--- config.mk ---
export PLATFORM = sky130hd
export DESIGN_NAME = rls_stats
export DESIGN_NICKNAME = d
export VERILOG_FILES = /design/src/rtl/rls_pkg.sv /design/src/rtl/rls_stats.sv
export SDC_FILE = /design/constraint.sdc
export NUM_CORES = 1
export LEC_CHECK = 0
export ABC_AREA = 1
export BUFFER_PORTS_ARGS = -buffer_cell sky130_fd_sc_hd__buf_2
export CORE_ASPECT_RATIO = 0.75
export CORE_UTILIZATION = 30
export DETAILED_ROUTE_END_ITERATION = 7
export GPL_TIMING_DRIVEN = 1
export HOLD_SLACK_MARGIN = 0.06
export PLACE_DENSITY_LB_ADDON = 0.05
export SLEW_MARGIN = 15
export SYNTH_ARGS = -nofsm -noshare
export SYNTH_HDL_FRONTEND = slang
export SYNTH_SLANG_ARGS = --single-unit
--- constraint.sdc ---
create_clock -name i_clk -period 3 [get_ports i_clk]
set_clock_uncertainty 0.2 [all_clocks]
set_input_delay 0.9 -clock i_clk [delete_from_list [all_inputs] [get_ports i_clk]]
set_output_delay 0.9 -clock i_clk [all_outputs]
set_load 0.02 [all_outputs]
--- src/rtl/rls_pkg.sv ---
`default_nettype none
// ----------------------------------------------------------------------------
// rls_pkg
// Shared types, codes and helpers of the reader link supervisor.
// ----------------------------------------------------------------------------
package rls_pkg;

    // event codes
    localparam logic [2:0] FN_TICK     = 3'd0;
    localparam logic [2:0] FN_START    = 3'd1;
    localparam logic [2:0] FN_FRAME    = 3'd2;
    localparam logic [2:0] FN_CSUM_ERR = 3'd3;
    localparam logic [2:0] FN_FRM_ERR  = 3'd4;
    localparam logic [2:0] FN_OVERFLOW = 3'd5;
    localparam logic [2:0] FN_IO_ERR   = 3'd6;
    localparam logic [2:0] FN_BYTES    = 3'd7;

    // frame kinds
    localparam logic [1:0] FK_CARD     = 2'd0;
    localparam logic [1:0] FK_MODE     = 2'd1;
    localparam logic [1:0] FK_BEHAVIOR = 2'd2;
    localparam logic [1:0] FK_OTHER    = 2'd3;

    // link status
    localparam logic [2:0] LS_UNSTARTED = 3'd0;
    localparam logic [2:0] LS_INIT      = 3'd1;
    localparam logic [2:0] LS_VERIFY    = 3'd2;
    localparam logic [2:0] LS_READY     = 3'd3;
    localparam logic [2:0] LS_MISMATCH  = 3'd4;
    localparam logic [2:0] LS_TIMEOUT   = 3'd5;
    localparam logic [2:0] LS_IOERR     = 3'd6;

    // config register indexes
    localparam logic [2:0] CR_ADDRESS  = 3'd0;
    localparam logic [2:0] CR_SETTLE   = 3'd1;
    localparam logic [2:0] CR_REPLY_TO = 3'd2;
    localparam logic [2:0] CR_GAP      = 3'd3;
    localparam logic [2:0] CR_HEALTH   = 3'd4;
    localparam logic [2:0] CR_RECOVERY = 3'd5;
    localparam logic [2:0] CR_LIMIT    = 3'd6;

    localparam logic [15:0] RST_SETTLE   = 16'd1000;
    localparam logic [15:0] RST_REPLY_TO = 16'd300;
    localparam logic [15:0] RST_GAP      = 16'd120;
    localparam logic [15:0] RST_HEALTH   = 16'd2000;
    localparam logic [15:0] RST_RECOVERY = 16'd1000;
    localparam logic [3:0]  RST_LIMIT    = 4'd3;

    localparam logic [7:0] WANT_MODE     = 8'h02;
    localparam logic [7:0] WANT_UPLOAD   = 8'h00;
    localparam logic [7:0] WANT_BEHAVIOR = 8'h00;

    typedef struct packed {
        logic [2:0]  func;
        logic [31:0] now;
        logic [1:0]  frame_kind;
        logic        decode_ok;
        logic [7:0]  mode_value;
        logic [7:0]  upload_value;
        logic [7:0]  card_kind;
        logic [31:0] card_id;
    } t_in_word;

    typedef struct packed {
        logic [31:0] timeout_count;
        logic [31:0] checksum_count;
        logic [31:0] bad_frame_count;
        logic [31:0] overflow_count;
        logic [31:0] card_events;
        logic [7:0]  latest_card_kind;
        logic [31:0] latest_card_id;
        logic [31:0] latest_card_tick;
        logic [31:0] latest_rx_tick;
    } t_stat_word;

    typedef struct packed {
        logic        send_valid;
        logic        send_which;
        logic [2:0]  link_status;
        logic [31:0] timeout_count;
        logic [31:0] checksum_count;
        logic [31:0] bad_frame_count;
        logic [31:0] overflow_count;
        logic [31:0] card_events;
        logic [7:0]  latest_card_kind;
        logic [31:0] latest_card_id;
        logic [31:0] latest_card_tick;
        logic [31:0] latest_rx_tick;
    } t_out_word;

    typedef struct packed {
        logic [2:0]  index;
        logic [15:0] value;
    } t_cfg_word;

    typedef struct packed {
        logic [15:0] settle;
        logic [15:0] reply_to;
        logic [15:0] gap;
        logic [15:0] health;
        logic [15:0] recovery;
        logic [3:0]  limit;
    } t_cfg_regs;

    typedef struct packed {
        logic inc_timeout;
        logic inc_bad;
        logic take_card;
    } t_stat_evt;

    typedef struct packed {
        logic       send_valid;
        logic       send_which;
        logic [2:0] link_status;
    } t_ctrl_res;

    // wrap-safe: now has reached when
    function automatic logic is_due(input logic [31:0] now, input logic [31:0] when);
        logic [31:0] diff;
        diff = now - when;
        return ~diff[31];
    endfunction

endpackage
`default_nettype wire

--- src/rtl/rls_stats.sv ---
`default_nettype none
// ----------------------------------------------------------------------------
// rls_stats
// Wrapping error counters, card record and receive time stamp.
// ----------------------------------------------------------------------------
module rls_stats
    import rls_pkg::*;
(
    input  wire logic      i_clk,
    input  wire logic      i_rst_n,
    input  wire logic      i_en,
    input  wire t_in_word  i_item,
    input  wire t_stat_evt i_evt,
    output t_stat_word     o_next
);

    t_stat_word r_stat, n_stat;

    always_comb begin
        n_stat = r_stat;
        if (i_item.func == FN_START) begin
            n_stat = '0;
        end else begin
            if (i_evt.inc_timeout) begin
                n_stat.timeout_count = r_stat.timeout_count + 32'd1;
            end
            if (i_evt.inc_bad) begin
                n_stat.bad_frame_count = r_stat.bad_frame_count + 32'd1;
            end
            if (i_item.func == FN_CSUM_ERR) begin
                n_stat.checksum_count = r_stat.checksum_count + 32'd1;
            end
            if (i_item.func == FN_OVERFLOW) begin
                n_stat.overflow_count = r_stat.overflow_count + 32'd1;
            end
            if (i_evt.take_card) begin
                n_stat.card_events      = r_stat.card_events + 32'd1;
                n_stat.latest_card_kind = i_item.card_kind;
                n_stat.latest_card_id   = i_item.card_id;
                n_stat.latest_card_tick = i_item.now;
            end
            if (i_item.func == FN_FRAME || i_item.func == FN_CSUM_ERR ||
                i_item.func == FN_FRM_ERR || i_item.func == FN_BYTES) begin
                n_stat.latest_rx_tick = i_item.now;
            end
        end
    end

    assign o_next = n_stat;

    always_ff @(posedge i_clk) begin
        if (!i_rst_n) begin
            r_stat <= '0;
        end else if (i_en) begin
            r_stat <= n_stat;
        end
    end

endmodule
`default_nettype wire

# == Word level (Yosys, flattened, before mapping) ==
# Cells that the tools add are included.
# word_totals
regBits,264
inputBits,100
out_inout_bits,264
word_cells,30
# classes
n_addsub,5
n_eq_ne,6
muxes,7
n_reduce_logical,3
# ops
op,count
$mux W264,1
$add A32 B1 Y32 const B,5
$mux W32,5
$mux W104,1
$eq A3 B3 Y1 const B,3
$eq A3 B2 Y1 const B,2
$eq A3 B1 Y1 const B,1
$logic_or A1 B1 Y1,3

# == Longest topological paths before layout ==
# logic_depth
ltp_word,6
depth_mapped,10
mapped_depth_nobuf,9

# == Least setup slack after synthesis ==
# No wires, ideal clock.
# synth_timing
path_kind,input-to-output
from,input i_item[93] (netlist name)
to,output o_next[225] (netlist name)
t_arrival_ps,2039
slack_ps,-139
stages,10
path_buffers,1
cell_sequence,buf_4 inv_1 nand3_1 nor2_1 nand2_1 nor2_1 nand2_1 nand2_1 nand3_1 inv_1
# synth_rtl
element,line_no,rtl
"start, declared",rls_stats.sv:12,"input wire t_in_word i_item,"
"end, declared",rls_stats.sv:14,output t_stat_word o_next

==> summary.md <==
Data arrives at the worst endpoint at 2.23 ns. After detailed routing, the number of vias per cell comes to 4.847. The critical path in this run is classified as in -> out.

Dividing the detail-routed wire length by the instance count gives 16.04 um. Combinational cells account for 26.0% of the total power. Across all layers, the routed design uses 20.28k vias.

After detailed routing, the number of remaining DRC violations is 0. The run gives 52.03% as the core occupancy in the finished layout. r_stat holds more flip-flops than any other register. The logs give 0.8681 for the global placer's final weighted congestion and 5358 for the filler cell count in the final layout. The detailed-route wire length came out at 67120 um. Of all nets on the critical path, the largest fanout is 10.

Static timing analysis puts the maximum clock frequency at 300.2 MHz. The share of synthesized area in the top cell type comes to 32.40%. Switching power: 0.003508 W.

The final layout contains 3555 nets. Cell internal power dissipation: 0.007604 W. Synthesis produced a netlist whose cell count is 2774. The number of sinks on the clock net is 264.

The first TritonRoute pass finished after 6 iterations. The flow ran to the end, but the final reports show violations. The logs give 1311 for the DRC marker count from the first detailed-route iteration and 35 for the total clock buffers created by CTS. The actual transition at the worst max-transition pin was 0.6466 ns; the relative area change from synthesis to final layout was 70.15%. Of the cells placed in the final design, the portion with a size suffix greater than 1 is 42.05%. The overall fraction of global-route tracks in use is 22.26%, and the initial antenna violation count is 2.

Across the VDD grid, the largest voltage drop is 0.3779 mV. In the post-synthesis netlist, the biggest area contributors are dfxtp_1 32%, nand2_1 16%, inv_1 10%. The H-tree was split into 2 levels.

The count of nets left with antenna violations once routing finished came out at 0. The run gives 13.15 nW as the leakage power figure. The later pin in the worst-skew pair is clocked with a latency of 0.54 ns. Net switching is 31.57% of the power.

TritonCTS built the clock tree. The run gives 1.90 ns as the required time of the critical path. The register area share after synthesis was 32.40%. nand2_1 is the most common cell in the netlist. The register with the most flip-flops in the layout has 264 of them.

The synthesized design spends more area on one cell type than any other, namely dfxtp_1. Subtracting the final worst setup slack from the clock period gives 3.331 ns. Pin placement for this block handled 364 I/O pins.

The power density over the cells is 400.4 nW/um^2. The tools report the global-route wire length before repair as 99850 um. Master cell of the clock root buffer: clkbuf_16. The number of unique standard cell types used by synthesis came out at 33. Registers are responsible for 35.7% of the overall power. Setup violations remaining at the end of the flow were counted as 264.

Max-cap violations in this run came to 0. For this run, the number of Yosys warnings is 0. For this run, the leading register cell type out of synthesis is dfxtp_1.

The floorplan step set the die width to 271.3 um. The floorplan has 73 rows. The worst setup path is launched from a primary input.

The largest registers in the layout are r_stat x264. The mean area per synthesized cell was 5.880 sq um. The worst hold path belongs to the class reg -> reg. Summed over all nets, the half-perimeter wirelength after detailed placement is 43270 um.

For this run the aggregate overflow at the end of global routing stands at 0. The tools report the number of global-route vias before repair as 18.51k. Counting flops with a built-in enable in the synthesized netlist gives 0.

The post-route clock period utilization was 111.0%; the proportion of power drawn by the clock network was 38.3%. The net count after synthesis came out at 2879. The clock-pin slew on the worst setup and hold paths was 0.06 ns. In this run the standard cell core region covers 53340 sq um. Area of the die: 55320 sq um.

The logs give -0.3312 ns for the minimum setup slack in the final design and -0.4382 ns for the placement-stage worst setup slack. The final reports fail on setup timing. Entering global routing, the biggest net connects 145 pins. For this design, the CTS-stage hold fixing added 0 buffers. Height of the die: 203.9 um. The number of hold violations in the final report is 0.

After synthesis, the most frequently instantiated cells are 708 x nand2_1, 455 x inv_1, 305 x o21ai_0. The number of max-slew violations in the final report is 0. The run gives 56.85% as the max-slew headroom at the worst pin. The post-synthesis sequential element count is 264. The worst setup path is captured at an output pin. The summed instance area of the synthesized netlist was 16310 sq um; the fraction of synthesis flops using an asynchronous set or reset pin was 0%.

The setup check on the worst reg-to-reg path leaves a slack of -0.15 ns. Port buffering added 344 buffers. Setup repair after global routing could not meet its margin everywhere. Once the floorplan was initialized, standard cells occupied 30.58% of the core.

No sink is reached through more buffers than the 3 on the longest clock path.
-- repair_timing --
item / 4_1_cts / 5_1_grt
endpoints found under the setup margin: 262 / 266
buffers inserted: 83 / 68
gates resized for setup: 565 / 700
cloned: 15 / 13
pin swaps: 103 / 140
-- routing by layer --
metal	routed length [um]	GRT usage, %	up-vias
met5	0	0	-
met2	31360	35.82	370
li1	-	-	10230
met1	31770	31.26	9588
met3	2521	2.796	91
met4	1464	5.778	0
-- worst paths after layout --
kind,cells after the start,startpoint,to
worst max-delay path,11,i_item[92],o_next[23]
worst min-delay path,2,r_stat[236],r_stat[236]
worst max register to register,22,r_stat[200],r_stat[228]
worst min register to register,2,r_stat[236],r_stat[236]
-- worst max-delay path: stages --
cell and delay, ns:
buf_8 0.11, inv_8 0.06, nand2_8 0.05, buf_6 0.11, nor2_4 0.20, inv_8 0.08
buf_12 0.17, clkbuf_16 0.18, o211ai_1 0.12, inv_1 0.07, buf_2 0.16
-- power by group through the flow --
stage	clock [W]	combinational, W	sequential, W
global route	0.00451	0.00313	0.00400
floorplan	0	0.00122	0.00396
global placement	0	0.00211	0.00400
CTS	0.00438	0.00248	0.00395
finish	0.00426	0.00289	0.00397
detailed placement	0	0.00213	0.00401
-- metrics by stage --
step	setup TNS [ns]	std cells	area, sq um	power, W	hold WS, ns
after floorplan	-0.04410	2774	16330	0.005179	0.2758
after global placement	-77.89	3965	20780	0.006108	0.3040
after detailed placement	-79.64	3965	20780	0.006136	0.3113
after CTS	-66.71	4119	24850	0.01081	0.2985
after global routing	-75.03	4184	27750	0.01163	0.3230
final	-59.01	4184	27750	0.01111	0.2968
-- placed cells by master, fill, tap and decap left out, types with 7 or more instances in the layout --
master,n
buf_12,31
buf_2,154
clkbuf_1,10
dfxtp_2,41
a21oi_2,8
dfxtp_4,10
nand3_1,98
inv_2,125
o21ai_2,7
o211ai_1,32
a21o_1,13
nand3_4,85
nor2_2,42
nand2_2,103
nand3_2,65
buf_6,206
nand2_4,31
buf_16,15
clkbuf_16,48
dfxtp_1,213
nand2_1,574
o21ai_1,10
a21oi_1,260
buf_4,350
nor2_1,145
inv_1,324
o21ai_0,286
buf_8,9
o21bai_1,7
nand4_1,23
inv_4,7
nor2_4,58
or2_2,14
-- logic make-up after synthesis --
kind of cell,Yosys count,synth area share [%]
AND/OR/NAND/NOR,1267,32.45
AO/OA/AOI/OAI,641,20.71
flip-flops,264,32.40
adder cells (fa/ha/maj),5,0.3835
buffers and inverters,597,14.05
-- area by class of cell --
| type | instances | area (sq um) | share of cell area (%) |
|---|---|---|---|
| clock buffer | 52 | 1032 | 3.719 |
| antenna | 2 | 5.005 | 0.01803 |
| clock inverter | 5 | 75.07 | 0.2705 |
| tap | 712 | 890.9 | 3.210 |
| timing repair buffer | 776 | 7162 | 25.80 |
| multi-input combinational | 1913 | 11430 | 41.19 |
| inverter | 458 | 1752 | 6.311 |
| timing repair inverter | 2 | 32.53 | 0.1172 |
| sequential | 264 | 5374 | 19.36 |
Power figures use the tool's default switching activity.
