--- config.mk ---
export PLATFORM = sky130hd
export DESIGN_NAME = rls_ctrl
export DESIGN_NICKNAME = d
export VERILOG_FILES = /design/src/rtl/rls_pkg.sv /design/src/rtl/rls_ctrl.sv
export SDC_FILE = /design/constraint.sdc
export NUM_CORES = 1
export LEC_CHECK = 0
export BUFFER_PORTS_ARGS = -buffer_cell sky130_fd_sc_hd__buf_2
export CAP_MARGIN = 30
export CORE_MARGIN = 2
export CORE_UTILIZATION = 55
export DETAILED_ROUTE_END_ITERATION = 7
export PLACE_DENSITY = 0.86
export SLEW_MARGIN = 20
export SYNTH_ARGS = -nofsm -noshare
export SYNTH_HDL_FRONTEND = slang
export SYNTH_SLANG_ARGS = --single-unit
--- constraint.sdc ---
create_clock -name i_clk -period 5 [get_ports i_clk]
set_input_delay 1 -clock i_clk [delete_from_list [all_inputs] [get_ports i_clk]]
set_output_delay 1 -clock i_clk [all_outputs]
set_load 0.02 [all_outputs]
--- src/rtl/rls_pkg.sv ---
`default_nettype none
// ----------------------------------------------------------------------------
// rls_pkg
// Shared types, codes and helpers of the reader link supervisor.
// ----------------------------------------------------------------------------
package rls_pkg;

    // event codes
    localparam logic [2:0] FN_TICK     = 3'd0;
    localparam logic [2:0] FN_START    = 3'd1;
    localparam logic [2:0] FN_FRAME    = 3'd2;
    localparam logic [2:0] FN_CSUM_ERR = 3'd3;
    localparam logic [2:0] FN_FRM_ERR  = 3'd4;
    localparam logic [2:0] FN_OVERFLOW = 3'd5;
    localparam logic [2:0] FN_IO_ERR   = 3'd6;
    localparam logic [2:0] FN_BYTES    = 3'd7;

    // frame kinds
    localparam logic [1:0] FK_CARD     = 2'd0;
    localparam logic [1:0] FK_MODE     = 2'd1;
    localparam logic [1:0] FK_BEHAVIOR = 2'd2;
    localparam logic [1:0] FK_OTHER    = 2'd3;

    // link status
    localparam logic [2:0] LS_UNSTARTED = 3'd0;
    localparam logic [2:0] LS_INIT      = 3'd1;
    localparam logic [2:0] LS_VERIFY    = 3'd2;
    localparam logic [2:0] LS_READY     = 3'd3;
    localparam logic [2:0] LS_MISMATCH  = 3'd4;
    localparam logic [2:0] LS_TIMEOUT   = 3'd5;
    localparam logic [2:0] LS_IOERR     = 3'd6;

    // config register indexes
    localparam logic [2:0] CR_ADDRESS  = 3'd0;
    localparam logic [2:0] CR_SETTLE   = 3'd1;
    localparam logic [2:0] CR_REPLY_TO = 3'd2;
    localparam logic [2:0] CR_GAP      = 3'd3;
    localparam logic [2:0] CR_HEALTH   = 3'd4;
    localparam logic [2:0] CR_RECOVERY = 3'd5;
    localparam logic [2:0] CR_LIMIT    = 3'd6;

    localparam logic [15:0] RST_SETTLE   = 16'd1000;
    localparam logic [15:0] RST_REPLY_TO = 16'd300;
    localparam logic [15:0] RST_GAP      = 16'd120;
    localparam logic [15:0] RST_HEALTH   = 16'd2000;
    localparam logic [15:0] RST_RECOVERY = 16'd1000;
    localparam logic [3:0]  RST_LIMIT    = 4'd3;

    localparam logic [7:0] WANT_MODE     = 8'h02;
    localparam logic [7:0] WANT_UPLOAD   = 8'h00;
    localparam logic [7:0] WANT_BEHAVIOR = 8'h00;

    typedef struct packed {
        logic [2:0]  func;
        logic [31:0] now;
        logic [1:0]  frame_kind;
        logic        decode_ok;
        logic [7:0]  mode_value;
        logic [7:0]  upload_value;
        logic [7:0]  card_kind;
        logic [31:0] card_id;
    } t_in_word;

    typedef struct packed {
        logic [31:0] timeout_count;
        logic [31:0] checksum_count;
        logic [31:0] bad_frame_count;
        logic [31:0] overflow_count;
        logic [31:0] card_events;
        logic [7:0]  latest_card_kind;
        logic [31:0] latest_card_id;
        logic [31:0] latest_card_tick;
        logic [31:0] latest_rx_tick;
    } t_stat_word;

    typedef struct packed {
        logic        send_valid;
        logic        send_which;
        logic [2:0]  link_status;
        logic [31:0] timeout_count;
        logic [31:0] checksum_count;
        logic [31:0] bad_frame_count;
        logic [31:0] overflow_count;
        logic [31:0] card_events;
        logic [7:0]  latest_card_kind;
        logic [31:0] latest_card_id;
        logic [31:0] latest_card_tick;
        logic [31:0] latest_rx_tick;
    } t_out_word;

    typedef struct packed {
        logic [2:0]  index;
        logic [15:0] value;
    } t_cfg_word;

    typedef struct packed {
        logic [15:0] settle;
        logic [15:0] reply_to;
        logic [15:0] gap;
        logic [15:0] health;
        logic [15:0] recovery;
        logic [3:0]  limit;
    } t_cfg_regs;

    typedef struct packed {
        logic inc_timeout;
        logic inc_bad;
        logic take_card;
    } t_stat_evt;

    typedef struct packed {
        logic       send_valid;
        logic       send_which;
        logic [2:0] link_status;
    } t_ctrl_res;

    // wrap-safe: now has reached when
    function automatic logic is_due(input logic [31:0] now, input logic [31:0] when);
        logic [31:0] diff;
        diff = now - when;
        return ~diff[31];
    endfunction

endpackage
`default_nettype wire

--- src/rtl/rls_ctrl.sv ---
`default_nettype none
// ----------------------------------------------------------------------------
// rls_ctrl
// Link phase sequencer: settle, mode and behavior verification, retries,
// recovery and health checks. One event per enabled cycle.
// ----------------------------------------------------------------------------
module rls_ctrl
    import rls_pkg::*;
(
    input  wire logic      i_clk,
    input  wire logic      i_rst_n,
    input  wire logic      i_en,
    input  wire t_in_word  i_item,
    input  wire t_cfg_regs i_cfg,
    output t_ctrl_res      o_res,
    output t_stat_evt      o_evt
);

    localparam logic [3:0] PH_IDLE        = 4'd0;
    localparam logic [3:0] PH_SETTLE      = 4'd1;
    localparam logic [3:0] PH_B1_DUE      = 4'd2;
    localparam logic [3:0] PH_B1_WAIT     = 4'd3;
    localparam logic [3:0] PH_B8_DUE      = 4'd4;
    localparam logic [3:0] PH_B8_WAIT     = 4'd5;
    localparam logic [3:0] PH_HEALTH_DUE  = 4'd6;
    localparam logic [3:0] PH_HEALTH_WAIT = 4'd7;
    localparam logic [3:0] PH_READY       = 4'd8;
    localparam logic [3:0] PH_RECOVERY    = 4'd9;
    localparam logic [3:0] PH_STOPPED     = 4'd10;

    logic [3:0]  r_phase,    n_phase;
    logic [2:0]  r_link,     n_link;
    logic [3:0]  r_attempt,  n_attempt;
    logic [31:0] r_next,     n_next;
    logic [31:0] r_deadline, n_deadline;
    logic        r_pend_beh, n_pend_beh;
    logic        r_pend_hlt, n_pend_hlt;

    logic [31:0] now;
    logic [31:0] tick_gap, tick_recov, tick_health, tick_settle, tick_reply;
    logic [3:0]  fail_phase;
    logic [2:0]  fail_link;
    logic [31:0] fail_next;
    logic        fail_due;
    logic        due_next;
    logic        waiting;
    logic        send;
    logic        which;

    assign now         = i_item.now;
    assign tick_gap    = now + {16'd0, i_cfg.gap};
    assign tick_recov  = now + {16'd0, i_cfg.recovery};
    assign tick_health = now + {16'd0, i_cfg.health};
    assign tick_settle = now + {16'd0, i_cfg.settle};
    assign tick_reply  = now + {16'd0, i_cfg.reply_to};

    // outcome of a failed attempt
    always_comb begin
        if (r_attempt < i_cfg.limit) begin
            fail_link = r_link;
            fail_next = tick_gap;
            fail_due  = (i_cfg.gap == 16'd0);
            if (r_pend_beh) begin
                fail_phase = PH_B8_DUE;
            end else if (r_pend_hlt) begin
                fail_phase = PH_HEALTH_DUE;
            end else begin
                fail_phase = PH_B1_DUE;
            end
        end else begin
            fail_link  = LS_TIMEOUT;
            fail_phase = PH_RECOVERY;
            fail_next  = tick_recov;
            fail_due   = (i_cfg.recovery == 16'd0);
        end
    end

    assign waiting = (r_phase == PH_B1_WAIT) || (r_phase == PH_B8_WAIT) ||
                     (r_phase == PH_HEALTH_WAIT);

    always_comb begin
        n_phase    = r_phase;
        n_link     = r_link;
        n_attempt  = r_attempt;
        n_next     = r_next;
        n_deadline = r_deadline;
        n_pend_beh = r_pend_beh;
        n_pend_hlt = r_pend_hlt;
        send       = 1'b0;
        which      = 1'b0;
        due_next   = is_due(now, r_next);
        o_evt      = '0;

        case (i_item.func)
            FN_TICK: begin
                if (waiting && is_due(now, r_deadline)) begin
                    o_evt.inc_timeout = 1'b1;
                    n_phase  = fail_phase;
                    n_link   = fail_link;
                    n_next   = fail_next;
                    due_next = fail_due;
                end
                if ((n_phase == PH_SETTLE || n_phase == PH_RECOVERY) && due_next) begin
                    n_link    = LS_VERIFY;
                    n_attempt = 4'd0;
                    n_phase   = PH_B1_DUE;
                end else if (n_phase == PH_READY && due_next) begin
                    n_attempt  = 4'd1;
                    n_pend_beh = 1'b0;
                    n_pend_hlt = 1'b1;
                    n_deadline = tick_reply;
                    n_phase    = PH_HEALTH_WAIT;
                    send       = 1'b1;
                end
                if (!send && due_next) begin
                    case (n_phase)
                        PH_B1_DUE: begin
                            n_pend_beh = 1'b0;
                            n_pend_hlt = 1'b0;
                            n_attempt  = n_attempt + 4'd1;
                            n_deadline = tick_reply;
                            n_phase    = PH_B1_WAIT;
                            send       = 1'b1;
                        end
                        PH_B8_DUE: begin
                            n_pend_beh = 1'b1;
                            n_pend_hlt = 1'b0;
                            n_attempt  = n_attempt + 4'd1;
                            n_deadline = tick_reply;
                            n_phase    = PH_B8_WAIT;
                            send       = 1'b1;
                            which      = 1'b1;
                        end
                        PH_HEALTH_DUE: begin
                            n_pend_beh = 1'b0;
                            n_pend_hlt = 1'b1;
                            n_attempt  = n_attempt + 4'd1;
                            n_deadline = tick_reply;
                            n_phase    = PH_HEALTH_WAIT;
                            send       = 1'b1;
                        end
                        default: begin
                        end
                    endcase
                end
            end
            FN_START: begin
                n_link    = LS_INIT;
                n_phase   = PH_SETTLE;
                n_next    = tick_settle;
                n_attempt = 4'd0;
            end
            FN_FRAME: begin
                if (i_item.frame_kind == FK_CARD && i_item.decode_ok) begin
                    o_evt.take_card = (r_link == LS_READY);
                end else if (i_item.frame_kind == FK_MODE &&
                             (r_phase == PH_B1_WAIT || r_phase == PH_HEALTH_WAIT)) begin
                    if (!i_item.decode_ok) begin
                        o_evt.inc_bad = 1'b1;
                        n_phase = fail_phase;
                        n_link  = fail_link;
                        n_next  = fail_next;
                    end else if (i_item.mode_value != WANT_MODE ||
                                 i_item.upload_value != WANT_UPLOAD) begin
                        n_link  = LS_MISMATCH;
                        n_phase = PH_STOPPED;
                    end else if (r_phase == PH_HEALTH_WAIT) begin
                        n_link    = LS_READY;
                        n_phase   = PH_READY;
                        n_attempt = 4'd0;
                        n_next    = tick_health;
                    end else begin
                        n_attempt = 4'd0;
                        n_phase   = PH_B8_DUE;
                        n_next    = tick_gap;
                    end
                end else if (i_item.frame_kind == FK_BEHAVIOR && r_phase == PH_B8_WAIT) begin
                    if (!i_item.decode_ok) begin
                        o_evt.inc_bad = 1'b1;
                        n_phase = fail_phase;
                        n_link  = fail_link;
                        n_next  = fail_next;
                    end else if (i_item.mode_value != WANT_BEHAVIOR) begin
                        n_link  = LS_MISMATCH;
                        n_phase = PH_STOPPED;
                    end else begin
                        n_link    = LS_READY;
                        n_phase   = PH_READY;
                        n_attempt = 4'd0;
                        n_next    = tick_health;
                    end
                end else begin
                    o_evt.inc_bad = 1'b1;
                end
            end
            FN_FRM_ERR: begin
                o_evt.inc_bad = 1'b1;
            end
            FN_IO_ERR: begin
                n_link  = LS_IOERR;
                n_phase = PH_STOPPED;
            end
            default: begin
            end
        endcase

        o_res.send_valid  = send;
        o_res.send_which  = which;
        o_res.link_status = n_link;
    end

    always_ff @(posedge i_clk) begin
        if (!i_rst_n) begin
            r_phase    <= PH_IDLE;
            r_link     <= LS_UNSTARTED;
            r_attempt  <= 4'd0;
            r_next     <= 32'd0;
            r_deadline <= 32'd0;
            r_pend_beh <= 1'b0;
            r_pend_hlt <= 1'b0;
        end else if (i_en) begin
            r_phase    <= n_phase;
            r_link     <= n_link;
            r_attempt  <= n_attempt;
            r_next     <= n_next;
            r_deadline <= n_deadline;
            r_pend_beh <= n_pend_beh;
            r_pend_hlt <= n_pend_hlt;
        end
    end

endmodule
`default_nettype wire

Word-level counts from Yosys, hierarchy flattened --
Cells that the tools add are included.
Storage, ports and cells: flip-flop bits (word level) 77, input port bits 181, output and inout port bits 8, logic and storage cells 160
Cells by class: add/subtract/negate cells 8, magnitude comparators 1, equal/unequal tests 26, mux-type cells 88, bitwise operators 2, reductions and logical operators 28
Operators with widths (number):
- 2-to-1 mux 32 bit | 14
- adder 32 x 16 -> 32 bit | 5
- 2-to-1 mux 4 bit | 26
- one-hot mux 32 bit (3 select lines) | 1
- subtractor 32 bit | 2
- 2-to-1 mux 3 bit | 13
- zero test 16 bit | 2
- 2-to-1 mux 1 bit | 26
- one-hot mux 4 bit (3 select lines) | 2
- == test 4 x 3 -> 1 bit (second input constant) | 4
- one-hot mux 4 bit (4 select lines) | 1
- nonzero test 8 bit | 2
- inequality test 3 bit (second input constant) | 5
- one-hot mux 3 bit (4 select lines) | 1
- == test 4 x 2 -> 1 bit (second input constant) | 2
- == test 4 bit (second input constant) | 2
- inequality test 4 bit (second input constant) | 2
- inequality test 8 x 2 -> 1 bit (second input constant) | 1
- AND reduction 8 bit | 1
- logical AND 1 bit | 7
- AND reduction 7 bit | 1
- == test 3 x 2 -> 1 bit (second input constant) | 2
- == test 3 bit (second input constant) | 2
- one-hot mux 1 bit (2 select lines) | 3
- 19 further kinds | 26

Depth between registers and ports, before layout --
word-level depth 16, depth in mapped cells 17, depth with buffers taken out 16

Least setup slack after synthesis --
Ideal clock, no wire load.
path type in2out, start point input i_item[73] (netlist name), end point output o_res[1] (netlist name), data arrival time 3.559 ns, data required time 4.000 ns, slack 0.441 ns, cell stages on the path 11, buffers on the path 1, cells stage by stage ha_1 nand2_1 or4_1 o21ai_1 a21o_2 mux2i_4 clkbuf_1 nand2b_1 o21ai_0 and2_1 nor2_1
RTL lines:
- start: declaration | RTL line rls_ctrl.sv:13 | input wire t_in_word i_item,
- end: declaration | RTL line rls_ctrl.sv:15 | output t_ctrl_res o_res,

==> impl_metrics.py <==
metrics = {
    "hold_path": {
        "holdPathStages": 2,
        "hold_class": "reg2reg",
    },
    "clock_network": {
        "clkLatencyLatePin_ns": 0.36,
        "cts_root_buffer": "clkbuf_16",
        "cts_inserted_buffers": 9,
        "postCtsHoldBufs": 0,
        "htree_levels": 3,
        "clock_path_buffers": 2,
        "clock-sinks": 77,
        "clk_pin_slew_worst_paths_ns": 0.06,
        "cts_tree": "yes",
    },
    "die": {
        "die_width_um": 142,
        "coreArea_mm2": 0.0186,
        "core.rowCount": 50,
        "ioPinCount": 189,
        "die-area_mm2": 0.0201,
        "start_util_pct": 56.0,
        "die_h_um": 142,
    },
    "yosys": {
        "yosys_warnings": 0,
        "syn_avg_cell_area_um2": 7.26,
        "synth_enable_flop_cells": 0,
        "netlist_instances": 1439,
        "synthArstFlopShare_pct": 0,
        "synth_cell_types": 78,
        "synth-seq-area-share_pct": 14.8,
        "ys_ff_latch": 77,
        "synthesis.nets": 1769,
        "synthesis.area_mm2": 0.0104,
        "synthFlopType": "dfxtp_1",
    },
    "drt": {
        "post-route-drc-count": 0,
        "drt_iter0_drc": 1072,
        "wl_per_cell_um": 17.9,
        "ant_nets": 0,
        "vias": 11600,
        "wl_um": 32500,
        "drt_pre_antenna_iters": 5,
        "via_per_inst": 6.38,
    },
    "setup_path": {
        "r2r_slack_ns": 1.25,
        "worstSetupStartpoint": "i_item[75]",
        "worst-endpoint-arrival_ns": 4.03,
        "path_class": "in2out",
        "worstPathMaxFanout": 10,
        "reg2reg_to": "r_attempt[2]",
        "crit_required_ns": 4.00,
        "worstSetupEndpointType": "output port",
        "cp-endpoint": "o_res[4]",
        "r2r_start": "r_next[16]",
        "r2r_cells": 17,
        "start_kind": "input pin",
    },
    "grt": {
        "grt_pass1_vias": 10800,
        "antenna_found_initial": 0,
        "grtUsageTotal_pct": 32.1,
        "grt_max_degree": 53,
        "grt_first_pass_wirelength_um": 52200,
        "grt_overflow": 0,
    },
    "power": {
        "peakVddDrop_uv": 198,
        "power.static_leakage_uw": 0.00501,
        "p_per_area_mw_per_mm2": 205,
    },
    "cells_and_area": {
        "final_cells": 1817,
        "fin_nets": 1909,
        "final_cell_mix": "163 x a21oi_1, 148 x buf_2, 144 x ha_1",
        "drive_above_1_share_pct": 14.5,
        "area_growth_pct": 14.2,
        "final_util_pct": 64.0,
        "final_common_cell": "a21oi_1",
        "num_antenna_cells": 0,
    },
    "sta": {
        "drv_slew": 0,
        "fmax_ghz": 0.199,
        "skew_ns": 0.00550,
        "period_needed_ns": 5.03,
        "hold_violations": 0,
        "whs_ns": 0.461,
        "fin_ws_ns": -0.0332,
        "timing.slew.headroom_pct": 42.7,
        "fin_crit_sh_pct": 101,
        "setup_viol": 2,
        "worst_slew_pin_slew_ns": 0.860,
    },
    "place": {
        "dpl.cell_count": 1801,
        "dp_hpwl_um": 25300,
        "io_buffers": 148,
        "place.gp.congestion": 0.976,
    },
    "run_status": {
        "violations": "negative setup slack",
        "status": "finished, violations left",
    },
    "job": {
        "maxCapViolCount": 0,
    },
}
[what timing repair did]
item	4_1_cts	5_1_grt
buffers inserted	0	1
setup endpoints to repair	0	2
resized for setup	0	2
endpoints found under the hold margin	0	0
[worst min path at each step]
stage / startpoint / endpoint
2_1_floorplan: r_next[3] / r_next[3]
3_3_place_gp: r_next[3] / r_next[3]
3_5_place_dp: r_next[3] / r_next[3]
4_1_cts: r_next[3] / r_next[3]
5_1_grt: r_next[3] / r_next[3]
6_report: r_next[3] / r_next[3]
[report_power, final]
part	switching [uW]	leakage, uW	internal (uW)
registers	16.6	0.000625	636
logic	622	0.00423	438
clock network	287	0.000152	448
total	925	0.00501	1520
[area by class of cell]
class	count	area, um^2
inverters	90	338
fillers	1626	6720
repair buffers	195	1110
clock buffers	11	243
well taps	234	293
flip-flops and latches	77	1540
multi-input cells	1206	8330
clock inverters	4	72.6
[flip-flops by register name (all words and copies together), names as in the netlist]
signal / count
r_pend_beh: 1
r_link: 3
r_next: 32
r_attempt: 4
r_deadline: 32
r_pend_hlt: 1
r_phase: 4
[synth_stat cells, drive strengths merged, types with 4 or more instances]
cell	number	area share, %
xor2	27	2.3
a31oi	19	1.1
mux2i	24	2.4
a21o	39	2.8
nor4	15	0.90
nand3	33	1.6
a22oi	6	0.43
nor2	114	4.1
o22ai	10	0.60
o31ai	9	0.69
o21ai	100	4.8
a211oi	44	3.2
or2	6	0.36
dfxtp	77	15
a21oi	163	7.8
o21a	18	1.3
o21bai	9	0.65
nor3	44	2.2
inv	88	3.2
nand4	19	1.1
nand3b	4	0.29
nor2b	18	1.1
xnor2	70	5.9
a41oi	4	0.34
ha	144	17
clkbuf	52	1.9
buf	14	0.69
or3	10	0.60
nor4b	6	0.65
fa	5	0.96
o211ai	12	0.86
and3	14	0.84
a22o	4	0.34
and2	11	0.66
nand2	122	4.4
a211o	6	0.50
a221oi	16	1.5
a2111oi	7	0.59
nand2b	14	0.84
[per-layer routing]
metal / GRT usage [%] / vias up / share of wire, %
met3: 5.97 / 109 / 9.8
met5: 0 / - / 0
li1: - / 5593 / -
met2: 51.6 / 576 / 44
met4: 14.2 / 0 / 3.7
met1: 41.9 / 5309 / 43
[through the flow]
step / power (uW) / setup WS, ns / cell area, um^2 / TNS (ns)
2_1_floorplan: 1390 / 0.441 / 10400 / 0
3_3_place_gp: 1650 / 0.131 / 11600 / 0
4_1_cts: 2420 / 0.00251 / 11900 / 0
3_5_place_dp: 1680 / 0.0635 / 11600 / 0
6_report: 2450 / -0.0332 / 11900 / -0.0662
5_1_grt: 2580 / -0.155 / 11900 / -0.289
[critical path, stage by stage]
cell,delay (ns)
buf_2,0.16
ha_1,0.33
a21o_1,0.19
a21oi_1,0.16
o21ai_1,0.12
a2111oi_1,0.56
o21ai_1,0.21
xnor2_1,0.26
mux2i_1,0.20
buf_4,0.23
nor4b_1,0.37
buf_2,0.24
[logic make-up (layout without fill, tap and decap cells)]
kind of cell             count (synthesis)  count (layout)  share of synthesized area (%)
AO/OA/AOI/OAI                          499             499                           30.4
XOR/XNOR                                97              97                           8.13
adder cells (fa/ha/maj)                149             149                           18.2
buffers and inverters                  156             300                           5.80
flip-flops                              77              77                           14.8
multiplexers                            26              26                           2.64
AND/OR/NAND/NOR                        435             435                           20.0
Note: power is estimated with default switching activity, not from simulation.
